--- src/hw/rtl/qenc_pkg.sv ---
package qenc_pkg;

  localparam int NUM_CHANNELS_DEF = 4;
  localparam int PIN_WIDTH        = 8;
  localparam int PIN_CHANNELS     = PIN_WIDTH / 2;
  localparam int COUNT_WIDTH      = 8;
  localparam int SEL_WIDTH        = 2;

  localparam logic [COUNT_WIDTH-1:0] CENTER_COUNT = 8'd128;
  localparam logic [COUNT_WIDTH-1:0] MAX_COUNT    = 8'd255;
  localparam logic [COUNT_WIDTH-1:0] MIN_COUNT    = 8'd1;

  localparam logic CMD_SAMPLE   = 1'b0;
  localparam logic CMD_RECENTER = 1'b1;

  typedef struct packed {
    logic                   command;
    logic [PIN_WIDTH-1:0]   pin_levels;
    logic [SEL_WIDTH-1:0]   channel;
  } cmd_t;

  typedef struct packed {
    logic [COUNT_WIDTH-1:0] count_ch0;
    logic [COUNT_WIDTH-1:0] count_ch1;
    logic [COUNT_WIDTH-1:0] count_ch2;
    logic [COUNT_WIDTH-1:0] count_ch3;
    logic                   changed;
  } res_t;

  typedef struct packed {
    logic a;
    logic b;
  } ab_t;

endpackage

--- src/hw/rtl/qenc_chan.sv ---
module qenc_chan (
  input  logic [qenc_pkg::COUNT_WIDTH-1:0] count,
  input  qenc_pkg::ab_t                    levels_was,
  input  qenc_pkg::ab_t                    levels_now,
  output logic [qenc_pkg::COUNT_WIDTH-1:0] count_step
);

  logic same;
  logic a_moved;
  logic b_moved;
  logic one_moved;
  logic up;

  assign same      = (levels_now.a == levels_now.b);
  assign a_moved   = (levels_was.a != levels_now.a);
  assign b_moved   = (levels_was.b != levels_now.b);
  assign one_moved = a_moved ^ b_moved;
  assign up        = one_moved && (same ? b_moved : a_moved);

  always_comb begin
    if (!one_moved) begin
      count_step = count;
    end else if (up) begin
      count_step = (count == qenc_pkg::MAX_COUNT) ? qenc_pkg::MAX_COUNT
                                                  : count + 8'd1;
    end else begin
      count_step = (count == qenc_pkg::MIN_COUNT) ? qenc_pkg::MIN_COUNT
                                                  : count - 8'd1;
    end
  end

endmodule

--- src/hw/rtl/quad_encoder_sat_counters.sv ---
// Quadrature decoder for up to four encoders with saturating 1..255 counts.
// Command channel (cmd_valid / cmd_stall / cmd): a sample beat carries the
// A/B pin levels of channels 0..3; a recenter beat sets one count to 128.
// Result channel (res_valid / res_stall / res): one beat per command with
// the four counts and a changed flag, raised when the counts differ from
// the last set reported as changed (the interrupt request).
// A command taken into the command register moves on into the result
// register when res is free. Throughput: one command per cycle while
// res is not stalled; the decode and the saturating step are combinational
// between the two registers, and state is updated as a command moves across.
// Reset: counts and reported counts go to 128, old pin levels to 0, both
// registers empty. While res_stall holds a result, one more command is
// held in the command register and cmd_stall then rises; nothing is lost.
// Channels above four have no pins, so their counts stay at 128; they join
// the changed compare but have no count field; missing channels read 128.
module quad_encoder_sat_counters #(
  parameter int NUM_CHANNELS = qenc_pkg::NUM_CHANNELS_DEF
) (
  input  logic            clk,
  input  logic            rst,
  input  logic            cmd_valid,
  output logic            cmd_stall,
  input  qenc_pkg::cmd_t  cmd,
  output logic            res_valid,
  input  logic            res_stall,
  output qenc_pkg::res_t  res
);

  localparam int CW = qenc_pkg::COUNT_WIDTH;

  logic           cmd_q_valid;
  qenc_pkg::cmd_t cmd_q;
  logic           advance;
  logic           fire;

  logic [CW-1:0]  counts       [NUM_CHANNELS];
  logic [CW-1:0]  reported     [NUM_CHANNELS];
  logic [CW-1:0]  counts_next  [NUM_CHANNELS];
  qenc_pkg::ab_t  levels       [NUM_CHANNELS];
  qenc_pkg::ab_t  levels_now   [NUM_CHANNELS];
  logic [NUM_CHANNELS-1:0] diff;
  logic           changed_next;
  logic [CW-1:0]  out_counts   [4];
  logic           is_sample;

  assign advance   = !res_valid || !res_stall;
  assign fire      = cmd_q_valid && advance;
  assign cmd_stall = cmd_q_valid && !advance;
  assign is_sample = (cmd_q.command == qenc_pkg::CMD_SAMPLE);

  for (genvar ch = 0; ch < NUM_CHANNELS; ch++) begin : g_ch
    logic [CW-1:0] count_step;
    logic          hit;

    if (ch < qenc_pkg::PIN_CHANNELS) begin : g_pins
      assign levels_now[ch].a = cmd_q.pin_levels[2*ch];
      assign levels_now[ch].b = cmd_q.pin_levels[2*ch+1];
      assign hit = (cmd_q.channel == qenc_pkg::SEL_WIDTH'(ch));
    end else begin : g_nopins
      assign levels_now[ch] = '0;
      assign hit = 1'b0;
    end

    qenc_chan u_chan (
      .count      (counts[ch]),
      .levels_was (levels[ch]),
      .levels_now (levels_now[ch]),
      .count_step (count_step)
    );

    always_comb begin
      if (is_sample) begin
        counts_next[ch] = count_step;
      end else if (hit) begin
        counts_next[ch] = qenc_pkg::CENTER_COUNT;
      end else begin
        counts_next[ch] = counts[ch];
      end
    end

    assign diff[ch] = (counts_next[ch] != reported[ch]);
  end

  assign changed_next = |diff;

  for (genvar k = 0; k < 4; k++) begin : g_out
    if (k < NUM_CHANNELS) begin : g_live
      assign out_counts[k] = counts_next[k];
    end else begin : g_fixed
      assign out_counts[k] = qenc_pkg::CENTER_COUNT;
    end
  end

  always_ff @(posedge clk) begin
    if (rst) begin
      cmd_q_valid <= 1'b0;
      res_valid   <= 1'b0;
      for (int i = 0; i < NUM_CHANNELS; i++) begin
        counts[i]   <= qenc_pkg::CENTER_COUNT;
        reported[i] <= qenc_pkg::CENTER_COUNT;
        levels[i]   <= '0;
      end
    end else begin
      if (!cmd_q_valid || advance) begin
        cmd_q_valid <= cmd_valid;
      end
      if (advance) begin
        res_valid <= cmd_q_valid;
      end
      if (fire) begin
        for (int i = 0; i < NUM_CHANNELS; i++) begin
          counts[i] <= counts_next[i];
          if (is_sample) begin
            levels[i] <= levels_now[i];
          end
          if (changed_next) begin
            reported[i] <= counts_next[i];
          end
        end
      end
    end
  end

  always_ff @(posedge clk) begin
    if (cmd_valid && !cmd_stall) begin
      cmd_q <= cmd;
    end
    if (fire) begin
      res.count_ch0 <= out_counts[0];
      res.count_ch1 <= out_counts[1];
      res.count_ch2 <= out_counts[2];
      res.count_ch3 <= out_counts[3];
      res.changed   <= changed_next;
    end
  end

endmodule

--- config.mk ---
export PLATFORM = sky130hd
export DESIGN_NAME = quad_encoder_sat_counters
export DESIGN_NICKNAME = d
export VERILOG_FILES = /design/src/hw/rtl/qenc_pkg.sv /design/src/hw/rtl/qenc_chan.sv /design/src/hw/rtl/quad_encoder_sat_counters.sv
export SDC_FILE = /design/constraint.sdc
export NUM_CORES = 1
export LEC_CHECK = 0
export BUFFER_PORTS_ARGS = -buffer_cell sky130_fd_sc_hd__buf_4
export CAP_MARGIN = 20
export CORE_ASPECT_RATIO = 0.6
export CORE_UTILIZATION = 30
export CTS_CLUSTER_SIZE = 20
export DETAILED_ROUTE_END_ITERATION = 12
export SYNTH_ARGS = -nofsm -noshare
export SYNTH_HDL_FRONTEND = slang
export SYNTH_HIERARCHICAL = 1
export SYNTH_SLANG_ARGS = --single-unit
--- constraint.sdc ---
create_clock -name clk -period 4.12 [get_ports clk]
set_clock_uncertainty 0.15 [all_clocks]
set_input_delay 0.824 -clock clk [delete_from_list [all_inputs] [get_ports clk]]
set_output_delay 0.824 -clock clk [all_outputs]
set_load 0.05 [all_outputs]
==> results of run 1 <==
final cells by class:
class	instances	share of cell area (%)
well taps	315	4.41
clock inverters	13	2.03
clock buffers	19	4.85
inverters	46	1.93
repair buffers	130	11.2
multi-input cells	471	36.1
flip-flops and latches	118	39.4
power by group through the flow:
stage	Sequential, µW	Combinational [µW]	Clock, µW
6_report	1440	794	1570
5_1_grt	1450	862	1640
4_1_cts	1440	762	1600
3_5_place_dp	1460	752	0
3_3_place_gp	1460	755	0
2_1_floorplan	1530	438	0
worst register-to-register path, stage by stage, from the launching register on:
cell      delay [ns]
edfxtp_1        0.38
inv_1           0.13
ha_1            0.20
or3b_2          0.49
o22ai_4         0.28
buf_4           0.19
o21ai_1         0.06
a22o_1          0.24
nor2b_1         0.13
a31oi_2         0.21
xnor2_1         0.14
nor4_2          0.25
nand4_1         0.18
or2_1           0.29
a21o_1          0.22
buf_4           0.19
kinds of logic after synthesis:
logic type,Yosys count,synth area share (%)
AND/OR/NAND/NOR,254,18.6
AO/OA/AOI/OAI,156,17.3
flip-flops,118,49.7
buffers and inverters,87,6.27
XOR/XNOR,48,5.93
adder cells (fa/ha/maj),12,2.12
routing by layer:
metal,GRT usage [%],vias to the layer above,share of wire [%]
met5,0,-,0
li1,-,2707,-
met1,24.5,2644,52
met2,20.6,242,39
met3,3.97,11,7.9
met4,3.01,0,0.58
stage by stage:
step,hold slack (ns),setup TNS (ns)
after floorplan,0.300,0
after global placement,0.319,-2.16
after detailed placement,0.339,-3.41
after CTS,0.341,0
after global routing,0.376,-0.000437
final,0.345,0
worst paths after layout:
check | end | from | cells past startpoint
worst max-delay path | reported[3][0]$_SDFFCE_PN0P_ | counts[1][1]$_SDFFCE_PN0P_ | 15
worst min-delay path | res_valid$_SDFFE_PP0P_ | cmd_q_valid$_SDFFE_PP0N_ | 2
worst max register to register | reported[3][0]$_SDFFCE_PN0P_ | counts[1][1]$_SDFFCE_PN0P_ | 15
worst min register to register | res_valid$_SDFFE_PP0P_ | cmd_q_valid$_SDFFE_PP0N_ | 2
layout by cell type, fill, tap and decap left out, types with 5 or more instances in the layout:
master       n
buf_4      128
nand3_1     19
and3_1       5
inv_1       46
nor2b_1     31
o21ai_1     20
ha_1        12
nand4_1     10
xnor2_1     36
nor4_1      13
and2_1      12
or2_1        6
o211ai_1     8
clkbuf_16   17
nor2_1      87
xor2_1       8
a22o_1      12
nand2_1     33
o21ai_0     24
a31oi_1     18
o21ai_2      5
a21oi_1     17
a31oi_4      6
edfxtp_1   116
a31oi_2     13
state kept, by name, indices dropped and copies added (netlist names):
signal       flops
reported        32
counts          32
res_valid        1
cmd_q           11
levels           8
res             33
cmd_q_valid      1
timing repair:
action                     4_1_cts  5_1_grt
gates resized for setup          3       11
setup endpoints to repair       32       57
gates cloned                     0        1
pin swaps                        0        6
buffers inserted                 0        6
==> impl_metrics.csv, run 1 <==
group,metric,value,unit
outcome,status,"completed",
logic_synthesis,ys_ff_latch,118,
clock_tree,cts_htree_levels,4,
clock_tree,ctsHoldBuffers,0,
critical_path,path_cells,"inv_1, ha_1, or3b_2, o22ai_4, buf_4, o21ai_1, a22o_1, nor2b_1, a31oi_2, xnor2_1, nor4_2, nand4_1, or2_1, a21o_1, buf_4",
placement,place_area,0.00817,mm²
global_routing,grt_pass1_vias,5065,
timing,tightest_slew,0.955,ns
logic_synthesis,synthArstFlopShare,0,%
layout,fin_util,38.6,%
clock_tree,cts_buffers,17,
placement,io_buffer_count,49,
logic_synthesis,synthDominantCellAreaShare,49.2,%
global_routing,grt_max_degree,67,
clock_tree,clock-sinks,118,
timing,finalWorstSetupSlack,0.146,ns
floorplanning,die_w,200,µm
power_and_ir_drop,sw_frac_of_total,28.5,%
power_and_ir_drop,clkPwrFrac,41.3,%
logic_synthesis,synth_nets,702,
critical_path,end_kind,"register",
logic_synthesis,ys_warn_count,6,
layout,fin_cells,1112,
layout,multi_input_area,0.00323,mm²
drt,drc,0,
critical_path,crit_type,"reg2reg",
logic_synthesis,netlist_instances,675,
power_and_ir_drop,pwr-share-comb,20.8,%
power_and_ir_drop,vdd_drop_max,0.000305,V
critical_path,cpLargestDelayFamily,"simple AND/OR/NAND/NOR gates",
layout,syn2layout_area_growth,26.1,%
logic_synthesis,yosysMostFrequentCell,"edfxtp_1",
run,drv_cap,0,
timing,setup_viol_count_final,0,
timing,layout_min_cycle_time,3.97,ns
clock_tree,cts.clk_slew.worst_paths,0.06,ns
layout,seqCellArea,0.00352,mm²
critical_path,path_buf_inv,3,
logic_synthesis,synth_common_cells,"116 x edfxtp_1, 87 x nor2_1, 46 x inv_1, 39 x xnor2_1, 33 x nand2_1",
power_and_ir_drop,p_leak,0.00333,µW
placement,dp_cells,1073,
logic_synthesis,synth_top_area_cell,"edfxtp_1",
layout,nFillCells,2272,
critical_path,cp.required,4.14,ns
floorplanning,fp.dieArea,0.0243,mm²
drt,wl_per_cell,16.5,µm
layout,nNetsFinal,811,
critical_path,start_kind,"register",
timing,slew-limit-headroom,36.2,%
placement,gp_congestion,0.921,
floorplanning,core,0.0231,mm²
power_and_ir_drop,power.density,426,mW/mm²
timing,fin_crit_sh,96.5,%
logic_synthesis,synth_edf_count,116,
power_and_ir_drop,intPower,2730,µW
timing,drv_slew,0,
hold_path,min_path_type,"reg2reg",
clock_tree,cts_tree,"built",
drt,antenna_left,0,
logic_synthesis,avgSynthCellArea,10.5,µm²
critical_path,ff2ff_setup_slack,0.15,ns
placement,hpwl,12900,µm
timing,max_freq,0.252,GHz
layout,diodes,0,
power_and_ir_drop,seqPwrFrac,37.8,%
placement,pre_cts_slack,-0.116,ns
drt,viasPerCell,5.04,
logic_synthesis,synthTopCellsByArea,"edfxtp_1 49%, xnor2_1 4.8%, nor2_1 4.6%, nor2b_1 2.7%, inv_1 2.4%",
logic_synthesis,synth_cell_types,52,
floorplanning,start_util,30.6,%
floorplanning,ios,50,
power_and_ir_drop,p_total,3810,µW
drt,first_pass_iters,6,
critical_path,crit_top_cell,"buf_4",
clock_tree,clock_path_buffers,2,
logic_synthesis,ys_seq_area_share,49.7,%
drt,totalWireLength,18300,µm
floorplanning,rows,43,
clock_tree,clkLatencyLatePin,0.42,ns
global_routing,antenna_found_initial,0,
floorplanning,die_h,121,µm
critical_path,cp.arrival,4.00,ns
drt,drtIter0Drc,818,
drt,vias,5604,
layout,finalInstanceArea,0.00893,mm²
global_routing,grt_pass1_wl,28900,µm
global_routing,grt-ovfl-total,0,
global_routing,grt.total_usage,15.5,%
critical_path,slowest_stage,"or3b_2",
logic_synthesis,synth_area,0.00709,mm²
power_and_ir_drop,switching_power,1080,µW
critical_path,cpPeakStageDelay,0.49,ns
layout,drive_gt1_share,26.6,%
clock_tree,ctsRootBufferMaster,"clkbuf_16",
critical_path,crit_fanout,9,
logic_synthesis,ys.flop_type,"edfxtp_1",
timing,hold_viol,0,
Note: power is estimated with default switching activity, not from simulation.
==> inputs of run 2 (changes only) <==
Settings changed: BUFFER_PORTS_ARGS -buffer_cell sky130_fd_sc_hd__buf_4 to not set, CAP_MARGIN 20 to 25, DONT_BUFFER_PORTS set to 1.
==> impl_metrics.csv, run 2 (synthesized netlist as in run 1, its figures left out) <==
group,metric,value,unit
global_routing,grt_max_degree,35,
critical_path,crit_type,"reg2reg",
placement,io_buffer_count,0,
floorplanning,ios,50,
floorplanning,fp.dieArea,0.0243,mm²
floorplanning,start_util,30.6,%
drt,vias,5442,
timing,fin_setup_tns,0,ns
timing,drv_slew,0,
layout,largest_register_ffs,33,
power_and_ir_drop,intPower,2670,µW
clock_tree,clock_path_buffers,2,
floorplanning,die_h,121,µm
drt,drc,0,
global_routing,grt-ovfl-total,0,
drt,viasPerCell,5.13,
placement,pre_cts_slack,-0.196,ns
critical_path,cp.arrival,3.95,ns
clock_tree,ctsRootBufferMaster,"clkbuf_16",
placement,gp_congestion,0.951,
placement,hpwl,13100,µm
critical_path,cpPeakStageDelay,0.49,ns
drt,totalWireLength,18400,µm
critical_path,path_cells,"inv_1, ha_1, or3b_2, o22ai_4, buf_4, buf_4, o32ai_1, a22o_1, nor2b_1, a31oi_2, xnor2_1, nor4_1, nand4_1, or2_1, a21o_1, buf_4",
global_routing,grt_pass1_wl,29000,µm
clock_tree,cts.clk_slew.worst_paths,0.07,ns
layout,layout_common_cells,"116 x edfxtp_1, 87 x nor2_1, 74 x buf_4",
power_and_ir_drop,vdd_drop_max,0.000293,V
floorplanning,core,0.0231,mm²
power_and_ir_drop,switching_power,1100,µW
power_and_ir_drop,pwr-share-comb,18.0,%
power_and_ir_drop,sw_frac_of_total,29.2,%
layout,syn2layout_area_growth,20.3,%
timing,fin_crit_sh,95.3,%
timing,setup_viol_count_final,0,
power_and_ir_drop,clkPwrFrac,41.9,%
critical_path,crit_fanout,8,
layout,diodes,0,
critical_path,crit_top_cell,"buf_4",
power_and_ir_drop,p_leak,0.00306,µW
layout,largest_registers,"res: 33 flops, counts: 32 flops, reported: 32 flops",
timing,hold_viol,0,
clock_tree,clock-sinks,118,
critical_path,end_kind,"register",
clock_tree,cts_htree_levels,4,
timing,max_freq,0.255,GHz
hold_path,min_path_type,"in2reg",
floorplanning,rows,43,
layout,nNetsFinal,759,
layout,drive_gt1_share,21.6,%
clock_tree,cts_tree,"built",
timing,finalWorstSetupSlack,0.192,ns
critical_path,slowest_stage,"or3b_2",
drt,wl_per_cell,17.4,µm
global_routing,antenna_found_initial,0,
power_and_ir_drop,seqPwrFrac,40.0,%
global_routing,grt.total_usage,15.6,%
timing,slew-limit-headroom,46.4,%
drt,antenna_left,0,
critical_path,start_kind,"register",
critical_path,path_buf_inv,4,
layout,top_register,"res",
timing,layout_min_cycle_time,3.93,ns
critical_path,cpLargestDelayFamily,"simple AND/OR/NAND/NOR gates",
timing,tightest_slew,0.803,ns
power_and_ir_drop,power.density,442,mW/mm²
drt,first_pass_iters,5,
critical_path,cp.required,4.14,ns
outcome,status,"completed",
global_routing,grt_pass1_vias,5041,
clock_tree,clkLatencyLatePin,0.42,ns
floorplanning,die_w,200,µm
layout,layout_commonest_cell,"edfxtp_1",
clock_tree,ctsHoldBuffers,0,
clock_tree,cts_buffers,17,
run,drv_cap,0,
drt,drtIter0Drc,548,
## run 2: cell types whose count changed in the layout (fill, tap and decap cells not counted), moves of 3 or more
cell / change
buf_4: -54
buf_6: +3
inv_6: +3
xnor2_1: +3
xnor2_2: -3
## run 2: through the flow
step,util [%],std cells,hold slack [ns],area (µm²),power [µW]
finish,36.9,1060,0.316,8530,3770
global route,36.9,1060,0.293,8530,3920
CTS,36.4,1054,0.302,8410,3770
detailed placement,33.6,1022,0.341,7770,2180
global placement,33.6,1022,0.332,7770,2180
floorplan,-,675,0.300,7090,1970
## run 2: power by group through the flow
stage          Clock [µW]  Sequential, µW  Combinational (µW)
3_3_place_gp            0            1530                 645
5_1_grt              1660            1520                 742
4_1_cts              1600            1510                 652
6_report             1580            1510                 680
2_1_floorplan           0            1530                 438
3_5_place_dp            0            1530                 644
## run 2: layout make-up
class                   count  area, µm²
repair buffers             79        629
clock buffers              19        453
fillers                  2286      14600
inverters                  46        173
clock inverters            13        170
multi-input cells         470       3180
well taps                 315        394
flip-flops and latches    118       3520
## run 2: repair_timing
item | CTS | global route
endpoints found under the hold margin | 0 | 0
setup buffers | 0 | 5
gates resized for setup | 2 | 14
endpoints found under the setup margin | 49 | 39
pin swaps | 0 | 5
## run 2: final timing paths
check / startpoint / endpoint / slack [ns] / cells past startpoint
setup / recovery: counts[2][1]$_SDFFCE_PN0P_ / reported[3][7]$_SDFFCE_PN1P_ / 0.19 / 16
hold / removal: rst / res_valid$_SDFFE_PP0P_ / 0.32 / 1
setup reg to reg: counts[2][1]$_SDFFCE_PN0P_ / reported[3][7]$_SDFFCE_PN1P_ / 0.19 / 16
hold reg to reg: cmd_q_valid$_SDFFE_PP0N_ / res_valid$_SDFFE_PP0P_ / 0.37 / 2
## run 2: routing by layer
layer / wire [µm] / GRT usage, % / vias to the layer above
met5: 0 / 0 / -
met4: 97 / 3.34 / 0
met3: 1520 / 5.18 / 10
met2: 7210 / 20.6 / 228
met1: 9570 / 23.9 / 2605
li1: - / - / 2599
